===== config.mk =====
export PLATFORM = sky130hd
export DESIGN_NAME = horner_polynomial_eval
export DESIGN_NICKNAME = d
export VERILOG_FILES = /design/src/rtl/hpe_pkg.sv /design/src/rtl/horner_polynomial_eval.sv /design/src/rtl/hpe_coef_mem.sv /design/src/rtl/hpe_step.sv
export SDC_FILE = /design/constraint.sdc
export NUM_CORES = 2
export LEC_CHECK = 0
export BUFFER_PORTS_ARGS = -buffer_cell sky130_fd_sc_hd__buf_2
export CORE_UTILIZATION = 30
export DETAILED_ROUTE_END_ITERATION = 10
export PLACE_DENSITY_LB_ADDON = 0.3
export SKIP_LAST_GASP = 1
export SYNTH_ARGS = -nofsm -noshare
export SYNTH_HDL_FRONTEND = slang
export SYNTH_HIERARCHICAL = 1
export SYNTH_SLANG_ARGS = --single-unit

===== constraint.sdc =====
create_clock -name i_clk -period 12.45 [get_ports i_clk]
set_input_delay 0 -clock i_clk [delete_from_list [all_inputs] [get_ports i_clk]]
set_output_delay 0 -clock i_clk [all_outputs]
set_load 0.03 [all_outputs]

===== src/rtl/hpe_pkg.sv =====
package hpe_pkg;

    localparam int MAX_DEGREE_DEF = 15;

    localparam int DATA_W  = 32;
    localparam int DEG_W   = 4;
    localparam int IDX_W   = 4;
    localparam int FRAC_W  = 16;
    localparam int PROD_W  = 2 * DATA_W;
    localparam int SHIFT_W = PROD_W - FRAC_W;
    localparam int SUM_W   = SHIFT_W + 1;

    localparam int IN_TDATA_W  = 72;
    localparam int OUT_TDATA_W = 32;

    localparam logic OP_LOAD = 1'b0;
    localparam logic OP_EVAL = 1'b1;

    typedef struct packed {
        logic start;
        logic mul_en;
        logic add_en;
    } t_step_ctrl;

endpackage


===== src/rtl/horner_polynomial_eval.sv =====
// Horner polynomial evaluator in signed Q16.16. A load transaction writes one
// coefficient into the store, which reads as zero after reset, and leaves the
// input ready. An evaluate transaction runs a multiply step and an add-and-
// saturate step per coefficient through a single 32 by 32 multiplier and a
// store with a registered read port, and holds the input until its result
// enters the output register; the input is taken again while that result waits,
// and a second result waits in the engine until the first one has gone. Degrees
// above MAX_DEGREE use MAX_DEGREE, and loads to an index above MAX_DEGREE are
// dropped.
module horner_polynomial_eval #(
    parameter int MAX_DEGREE = hpe_pkg::MAX_DEGREE_DEF
) (
    input  logic                            i_clk,
    input  logic                            i_rst_n,
    input  logic                            i_cfg_we,
    input  logic [hpe_pkg::DEG_W-1:0]       i_cfg_wdata,
    input  logic                            s_axis_tvalid,
    output logic                            s_axis_tready,
    // coeff_index [3:0], coeff_value [35:4], point_x [67:36], zero fill.
    input  logic [hpe_pkg::IN_TDATA_W-1:0]  s_axis_tdata,
    // operation [0].
    input  logic [0:0]                      s_axis_tuser,
    output logic                            m_axis_tvalid,
    input  logic                            m_axis_tready,
    // poly_value [31:0].
    output logic [hpe_pkg::OUT_TDATA_W-1:0] m_axis_tdata,
    // overflow [0].
    output logic [0:0]                      m_axis_tuser
);
    import hpe_pkg::*;

    localparam int DEPTH = MAX_DEGREE + 1;
    localparam int AW    = $clog2(DEPTH);

    localparam logic [1:0] S_IDLE = 2'd0;
    localparam logic [1:0] S_MUL  = 2'd1;
    localparam logic [1:0] S_ADD  = 2'd2;
    localparam logic [1:0] S_DONE = 2'd3;

    logic [1:0]              r_state;
    logic [1:0]              n_state;
    logic [AW-1:0]           r_idx;
    logic [AW-1:0]           n_idx;
    logic [DEG_W-1:0]        r_degree;
    logic                    r_out_valid;
    logic [DATA_W-1:0]       r_out_data;
    logic                    r_out_ovf;

    logic                    w_in_acc;
    logic                    w_op;
    logic [IDX_W-1:0]        w_cidx;
    logic [DATA_W-1:0]       w_cval;
    logic [DATA_W-1:0]       w_px;
    logic [AW-1:0]           w_top;
    logic                    w_we;
    logic                    w_re;
    logic [AW-1:0]           w_raddr;
    logic [DATA_W-1:0]       w_rdata;
    logic                    w_out_free;
    logic                    w_out_load;
    t_step_ctrl              w_ctrl;
    logic signed [DATA_W-1:0] w_acc;
    logic                    w_ovf;

    assign w_op   = s_axis_tuser[0];
    assign w_cidx = s_axis_tdata[IDX_W-1:0];
    assign w_cval = s_axis_tdata[IDX_W+DATA_W-1:IDX_W];
    assign w_px   = s_axis_tdata[IDX_W+2*DATA_W-1:IDX_W+DATA_W];

    assign s_axis_tready = (r_state == S_IDLE);
    assign w_in_acc      = s_axis_tvalid && s_axis_tready;
    assign w_top         = (32'(r_degree) > MAX_DEGREE) ? AW'(MAX_DEGREE) : AW'(r_degree);
    assign w_we          = w_in_acc && (w_op == OP_LOAD) && (32'(w_cidx) <= MAX_DEGREE);
    assign w_out_free    = !r_out_valid || m_axis_tready;
    assign w_out_load    = (r_state == S_DONE) && w_out_free;

    always_comb begin
        n_state        = r_state;
        n_idx          = r_idx;
        w_re           = 1'b0;
        w_raddr        = w_top;
        w_ctrl.start   = 1'b0;
        w_ctrl.mul_en  = 1'b0;
        w_ctrl.add_en  = 1'b0;
        case (r_state)
            S_IDLE: begin
                if (w_in_acc && (w_op == OP_EVAL)) begin
                    w_re         = 1'b1;
                    w_raddr      = w_top;
                    w_ctrl.start = 1'b1;
                    n_idx        = w_top;
                    n_state      = S_MUL;
                end
            end
            S_MUL: begin
                w_ctrl.mul_en = 1'b1;
                n_state       = S_ADD;
            end
            S_ADD: begin
                w_ctrl.add_en = 1'b1;
                if (r_idx == '0) begin
                    n_state = S_DONE;
                end else begin
                    w_re    = 1'b1;
                    w_raddr = r_idx - 1'b1;
                    n_idx   = r_idx - 1'b1;
                    n_state = S_MUL;
                end
            end
            S_DONE: begin
                if (w_out_free) begin
                    n_state = S_IDLE;
                end
            end
            default: begin
                n_state = S_IDLE;
            end
        endcase
    end

    always_ff @(posedge i_clk) begin
        if (!i_rst_n) begin
            r_state  <= S_IDLE;
            r_idx    <= '0;
            r_degree <= '0;
        end else begin
            r_state <= n_state;
            r_idx   <= n_idx;
            if (i_cfg_we) begin
                r_degree <= i_cfg_wdata;
            end
        end
    end

    always_ff @(posedge i_clk) begin
        if (!i_rst_n) begin
            r_out_valid <= 1'b0;
        end else if (w_out_load) begin
            r_out_valid <= 1'b1;
        end else if (m_axis_tready) begin
            r_out_valid <= 1'b0;
        end
    end

    always_ff @(posedge i_clk) begin
        if (w_out_load) begin
            r_out_data <= w_acc;
            r_out_ovf  <= w_ovf;
        end
    end

    hpe_coef_mem #(
        .DEPTH (DEPTH),
        .AW    (AW)
    ) u_mem (
        .i_clk   (i_clk),
        .i_rst_n (i_rst_n),
        .i_we    (w_we),
        .i_waddr (AW'(w_cidx)),
        .i_wdata (w_cval),
        .i_re    (w_re),
        .i_raddr (w_raddr),
        .o_rdata (w_rdata)
    );

    hpe_step u_step (
        .i_clk  (i_clk),
        .i_ctrl (w_ctrl),
        .i_x    ($signed(w_px)),
        .i_coef ($signed(w_rdata)),
        .o_acc  (w_acc),
        .o_ovf  (w_ovf)
    );

    assign m_axis_tvalid   = r_out_valid;
    assign m_axis_tdata    = r_out_data;
    assign m_axis_tuser[0] = r_out_ovf;

endmodule


===== src/rtl/hpe_coef_mem.sv =====
module hpe_coef_mem #(
    parameter int DEPTH = hpe_pkg::MAX_DEGREE_DEF + 1,
    parameter int AW    = $clog2(DEPTH)
) (
    input  logic                       i_clk,
    input  logic                       i_rst_n,
    input  logic                       i_we,
    input  logic [AW-1:0]              i_waddr,
    input  logic [hpe_pkg::DATA_W-1:0] i_wdata,
    input  logic                       i_re,
    input  logic [AW-1:0]              i_raddr,
    output logic [hpe_pkg::DATA_W-1:0] o_rdata
);
    import hpe_pkg::*;

    logic [DATA_W-1:0] r_mem [DEPTH];
    logic [DEPTH-1:0]  r_valid;
    logic [DATA_W-1:0] r_rdata;

    // Entries never written since reset read as zero.
    always_ff @(posedge i_clk) begin
        if (!i_rst_n) begin
            r_valid <= '0;
        end else if (i_we) begin
            r_valid[i_waddr] <= 1'b1;
        end
    end

    always_ff @(posedge i_clk) begin
        if (i_we) begin
            r_mem[i_waddr] <= i_wdata;
        end
    end

    always_ff @(posedge i_clk) begin
        if (i_re) begin
            r_rdata <= r_valid[i_raddr] ? r_mem[i_raddr] : '0;
        end
    end

    assign o_rdata = r_rdata;

endmodule


===== src/rtl/hpe_step.sv =====
module hpe_step (
    input  logic                              i_clk,
    input  hpe_pkg::t_step_ctrl               i_ctrl,
    input  logic signed [hpe_pkg::DATA_W-1:0] i_x,
    input  logic signed [hpe_pkg::DATA_W-1:0] i_coef,
    output logic signed [hpe_pkg::DATA_W-1:0] o_acc,
    output logic                              o_ovf
);
    import hpe_pkg::*;

    logic signed [DATA_W-1:0]  r_x;
    logic signed [DATA_W-1:0]  r_acc;
    logic signed [PROD_W-1:0]  r_prod;
    logic                      r_ovf;
    logic signed [SHIFT_W-1:0] w_shift;
    logic signed [SUM_W-1:0]   w_sum;
    logic                      w_pos_ovf;
    logic                      w_neg_ovf;
    logic signed [DATA_W-1:0]  n_acc;

    always_comb begin
        w_shift   = $signed(r_prod[PROD_W-1:FRAC_W]);
        w_sum     = SUM_W'(w_shift) + SUM_W'(i_coef);
        w_pos_ovf = !w_sum[SUM_W-1] && (|w_sum[SUM_W-2:DATA_W-1]);
        w_neg_ovf = w_sum[SUM_W-1] && !(&w_sum[SUM_W-2:DATA_W-1]);
        if (w_pos_ovf) begin
            n_acc = {1'b0, {(DATA_W-1){1'b1}}};
        end else if (w_neg_ovf) begin
            n_acc = {1'b1, {(DATA_W-1){1'b0}}};
        end else begin
            n_acc = w_sum[DATA_W-1:0];
        end
    end

    always_ff @(posedge i_clk) begin
        if (i_ctrl.start) begin
            r_x   <= i_x;
            r_acc <= '0;
            r_ovf <= 1'b0;
        end else if (i_ctrl.add_en) begin
            r_acc <= n_acc;
            r_ovf <= r_ovf | w_pos_ovf | w_neg_ovf;
        end
        if (i_ctrl.mul_en) begin
            r_prod <= r_acc * r_x;
        end
    end

    assign o_acc = r_acc;
    assign o_ovf = r_ovf;

endmodule


======== Word-level counts from Yosys, hierarchy flattened ========
Memories as Yosys holds them, arrays and structs flattened. A register that Yosys moved wholly into a read port is not among the register bits.
Cells that the tools add are included.
storage, ports and cells
  register bits after elaboration ......... 189
  RAM bits ................................ 512
  bits of input ports ..................... 82
  output and inout port bits .............. 35
  logic and storage cells ................. 73
  memories ................................ 1
memory list
  name         depth  width  read ports  clocked after Yosys merged registers in  write ports  RTL line            RTL
  u_mem.r_mem  16     32     1           1                                        1            hpe_coef_mem.sv:16  logic [DATA_W-1:0] r_mem [DEPTH];
operators by class
  add/subtract/negate cells ............... 2
  multipliers ............................. 1
  order comparisons ....................... 3
  eq/ne operators ......................... 6
  mux-type cells .......................... 25
  bitwise operators ....................... 4
  reduce and logical (&&, ||, !) cells .... 20
operators by type and width
  kind                                                                                  number
  32-bit by 32-bit multiplier with 64-bit output                                        1
  32-bit 2-to-1 mux                                                                     2
  48-bit by 32-bit adder with 49-bit output                                             1
  17-bit AND reduction                                                                  1
  17-bit OR reduction                                                                   1
  4-bit 2-to-1 mux                                                                      4
  16-bit bitwise OR                                                                     1
  1-bit 2-to-1 mux                                                                      11
  4-bit by 5-bit < comparator with 1-bit output (second input constant)                 2
  2-bit case mux with 4 select lines                                                    1
  4-bit case mux with 2 select lines                                                    1
  1-bit logical AND                                                                     7
  2-bit 2-to-1 mux                                                                      3
  1-bit binary-select mux with 4-bit select                                             1
  1-bit demux with 4-bit select                                                         1
  2-bit equality test (second input constant)                                           2
  4-bit by 1-bit greater-or-equal comparator with 1-bit output (second input constant)  1
  1-bit zero test                                                                       4
  4-bit zero test                                                                       1
  2-bit inequality test (second input constant)                                         2
  2-bit nonzero test                                                                    2
  4-bit by 1-bit subtractor with 4-bit output (second input constant)                   1
  3-bit AND reduction                                                                   1
  2-bit by 1-bit equality test with 1-bit output (second input constant)                1
  7 further kinds                                                                       8

======== Depth between registers and ports, before layout ========
  depth in word-level cells ............... 6
  gate-level depth with buffers ........... 29
  gate-level depth less buffers ........... 28

======== By module ========
The synthesis kept the hierarchy.
by module, submodules not included
  module                  instances  cells each  area an instance (um2)  seq. area each (um2)
  hpe_step                1          4400        42245.5                 3062.9
  hpe_coef_mem            1          884         20842.5                 16656.0
  horner_polynomial_eval  1          107         1644.1                  1211.2

======== Least setup slack after synthesis ========
OpenSTA, ideal clock, no wires.
  path kind ............................... flip-flop to flip-flop
  start point ............................. reg u_step.r_x[2]
  end point ............................... reg u_step.r_prod[56], data pin
  library setup time ...................... 0.259 ns
  data arrival time ....................... 7.689 ns
  required time ........................... 12.191 ns
  path slack .............................. 4.502 ns
  stages on the path, launching flop included .. 24
  buffers on the path ..................... 1
  period minus slack after synthesis ...... 7.948 ns
  cell sequence ........................... edfxtp_1 clkbuf_1 nand2_1 inv_1 fa_1 fa_1 fa_1 fa_1 fa_1 fa_1 fa_1 fa_1 ha_1 and4_1 and4_1 nand3_1 or3_1 a41oi_2 o21ai_1 o21ai_0 a21oi_1 o21ai_1 a41oi_1 xnor2_1
between the ends
  word-level cells in the longest chain between the ends .. 1
RTL lines
  item                                            RTL line        RTL
  start: declaration                              hpe_step.sv:11  logic signed [DATA_W-1:0] r_x;
  start signal: assignment                        hpe_step.sv:37  r_x <= i_x;
  32-bit by 32-bit multiplier with 64-bit output  hpe_step.sv:45  r_prod <= r_acc * r_x;
  end signal: assignment                          hpe_step.sv:45
  end: declaration                                hpe_step.sv:13  logic signed [PROD_W-1:0] r_prod;
No other way between the ends.
A chain may end at the register's enable or synchronous reset.

======== Worst setup path in the final report ========
  start point ............................. reg u_step.r_acc[13] (netlist: u_step/o_acc[13])
  end point ............................... reg u_step.r_prod[58], data pin
between the ends
  word-level cells in the longest chain between the ends .. 1
RTL lines
  item                                            RTL line        RTL
  start: declaration                              hpe_step.sv:12  logic signed [DATA_W-1:0] r_acc;
  start signal: assignment                        hpe_step.sv:41  r_acc <= n_acc;
  32-bit by 32-bit multiplier with 64-bit output  hpe_step.sv:45
No other way between the ends.

==> results.sh <==
export IMPL_holdPathEnd="u_step/r_x[3]"
export IMPL_grt_pass1_vias=43600
export IMPL_synth_commonest_cells="fa_1 (1082), inv_1 (961), edfxtp_1 (657), nand2_1 (561), and2_1 (509)"
export IMPL_synth_edf_count=657
export IMPL_syn_inst=5391
export IMPL_fin_nets=6909
export IMPL_worstSetupEndpointType="flip-flop"
export IMPL_die_x_um=467
export IMPL_wire_per_inst_um=19.9
export IMPL_grt_pass1_wl_mm=263
export IMPL_insertion_delay_ns=0.73
export IMPL_cts_buffer_depth=3
export IMPL_worstPathRequired_ns=12.90
export IMPL_ys_ff_latch=717
export IMPL_final_antenna_net_count=0
export IMPL_critPathTopFamily="adder cells"
export IMPL_port_buffers=112
export IMPL_path_buf_inv=5
export IMPL_core_rowCount=170
export IMPL_die_h_um=467
export IMPL_gp_congestion=0.855
export IMPL_cts_sinks=717
export IMPL_final_hold_viol_count=0
export IMPL_status="complete, no violations"
export IMPL_maxSlewHeadroom_pct=17.5
export IMPL_r2r_cells=26
export IMPL_synth_cell_types=90
export IMPL_place_hpwl_mm=120
export IMPL_io_pins=117
export IMPL_cts_root_buf="clkbuf_16"
export IMPL_routed_wl_mm=168
export IMPL_period_minus_slack_ns=9.47
export IMPL_finalMaxSlewViolations=0
export IMPL_hold_path_startpoint="s_axis_tdata[39]"
export IMPL_clk_pin_slew_ns=0.06
export IMPL_grt_overflow_total=0
export IMPL_cp_start_kind="flip-flop"
export IMPL_dieArea_um2=218000
export IMPL_cap_violations=0
export IMPL_slowest_stage="dfxtp_1"
export IMPL_yosysMostFrequentCell="fa_1"
export IMPL_hold_depth=2
export IMPL_grt_start_max_net_pins=133
export IMPL_antenna_found_initial=18
export IMPL_drive_above_1_share_pct=10.4
export IMPL_cpMostUsedCell="fa_1"
export IMPL_min_path_type="in2reg"
export IMPL_grt_usage_pct=15.8
export IMPL_viasPerCell=4.74
export IMPL_r2r_setup_slack_ns=2.98
export IMPL_setup_tns_ns=0
export IMPL_hold_buffers=114
export IMPL_htreeDepth=3
export IMPL_rsz0062_at_grt="false"
export IMPL_syn_nets=6784
export IMPL_numCtsBuffers=80
export IMPL_synth_top_area_cell="fa_1"
export IMPL_synth_ff_type="edfxtp_1"
export IMPL_drtPass1Iterations=5
export IMPL_fillers=21400
export IMPL_path_class="reg2reg"
export IMPL_first_iter_violations=2542
export IMPL_syn_area_um2=64700
export IMPL_setup_viol=0
export IMPL_post_cts_buffers=0
export IMPL_cp_max_fo=24
export IMPL_tightestPinTransition_ns=1.24
export IMPL_r2r_start="u_step/o_acc[13]"
export IMPL_yosysSeqAreaShare_pct=32.3
export IMPL_fmax_ghz=0.106
export IMPL_yosys_warnings=6
export IMPL_synth_avg_cell_area_um2=12.0
export IMPL_synth_top_cell_area_share_pct=33.5
export IMPL_initial_core_util_pct=30.2
export IMPL_critPathMaxStageDelay_ns=0.86
export IMPL_synth_area_leaders="fa_1 (33%), edfxtp_1 (30%), inv_1 (5.6%), and2_1 (4.9%), mux4_2 (4.6%)"
export IMPL_cts_tree="done"
export IMPL_fin_crit_sh_pct=76.1
export IMPL_globalRouteMet1Util_pct=21.5
export IMPL_grt_most_used_layer="met2"
export IMPL_rr_endpoint="u_step/r_prod[58]"
export IMPL_area_growth_pct=11.8
export IMPL_skew_ns=0.0734
export IMPL_num_vias=39900
export IMPL_async_reset_ff_share_pct=0
export IMPL_post_cts_resized=0
export IMPL_drc=0
export IMPL_critical_path_arrival_ns=9.92
export IMPL_use_met2_pct=26.7
export IMPL_grt_use_met3_pct=1.93
export IMPL_coreArea_um2=214000
cell usage in the layout, fill, tap and decap left out, drive strengths merged, types with 7 or more instances in the layout:
cell type / count
fa: 1082
inv: 963
edfxtp: 657
nand2: 593
and2: 510
ha: 229
buf: 212
a21oi: 143
mux4: 132
nor2: 131
dlygate4sd3: 114
clkbuf: 101
xnor2: 69
o21ai: 68
a22oi: 64
dfxtp: 60
a21o: 45
xor2: 39
a211oi: 39
clkinv: 32
nand3: 29
o21a: 24
nand4: 24
nand2b: 21
nor2b: 20
o211ai: 19
nor3: 19
a31oi: 15
and3: 10
o21bai: 9
mux2i: 8
bufinv: 8
and4: 7
nor4: 7
stage by stage:
step,hold slack [ns],util [%],cell area [um2],setup slack (ns),std cells
CTS,0.0437,33.8,72400,2.99,8419
finish,0.0908,33.8,72400,2.98,8422
floorplan,0.0989,-,64700,4.50,5391
global route,0.0791,33.8,72400,2.49,8420
global placement,0.179,31.9,68500,3.06,8158
detailed placement,0.178,31.9,68500,3.07,8158
flip-flops by register name, summed over array words and instances (netlist names):
signal and count:
u_mem/r_mem 512, u_step/r_prod 48, m_axis_tdata 32, u_mem/o_rdata 32
u_step/o_acc 32, u_step/r_x 32, u_mem/r_valid 16, r_degree 4
r_idx 4, r_state 2, m_axis_tuser 1, m_axis_tvalid 1
u_step/o_ovf 1
worst max path at each step:
| stage | cells after the start | from | endpoint | slack [ns] |
|---|---|---|---|---|
| after floorplan | 23 | u_step/r_x[2] | u_step/r_prod[56] | 4.50 |
| after global placement | 26 | u_step/o_acc[13] | u_step/r_prod[58] | 3.06 |
| after detailed placement | 23 | u_step/r_x[2] | u_step/r_prod[63] | 3.07 |
| after CTS | 23 | u_step/r_x[2] | u_step/r_prod[63] | 2.99 |
| after global routing | 23 | u_step/r_x[2] | u_step/r_prod[56] | 2.49 |
| final | 26 | u_step/o_acc[13] | u_step/r_prod[58] | 2.98 |
layout make-up:
class	instances	area (um2)	share of cell area, %
Sequential cell	717	20900	28.9
Antenna cell	3	7.51	0.0104
Tap cell	2838	3550	4.91
Multi-Input combinational cell	3429	39100	54.0
Inverter	962	3620	5.00
Clock buffer	101	2120	2.93
Timing Repair Buffer	326	2460	3.41
Clock inverter	46	617	0.852
layer usage:
metal,vias to the layer above,share of wire [%]
met2,858,49
li1,17500,-
met5,-,0.075
met1,21400,44
met3,182,4.6
met4,20,2.3
kinds of logic (layout without fill, tap and decap cells):
kind of cell    count (synthesis)  count (layout)  synth area share, %
simple gates                 1397            1397                 10.9
fa+ha+maj                    1311            1311                 37.9
buf+inv                      1245            1435                 7.55
flops                         717             717                 32.3
compound gates                471             471                 5.09
mux                           142             142                 4.75
xor+xnor                      108             108                 1.46
other cells                     0               3                    0
Power is left out: the tool's default activity adds up to more than one toggle a clock period on the data nets, which glitch-free logic cannot reach.
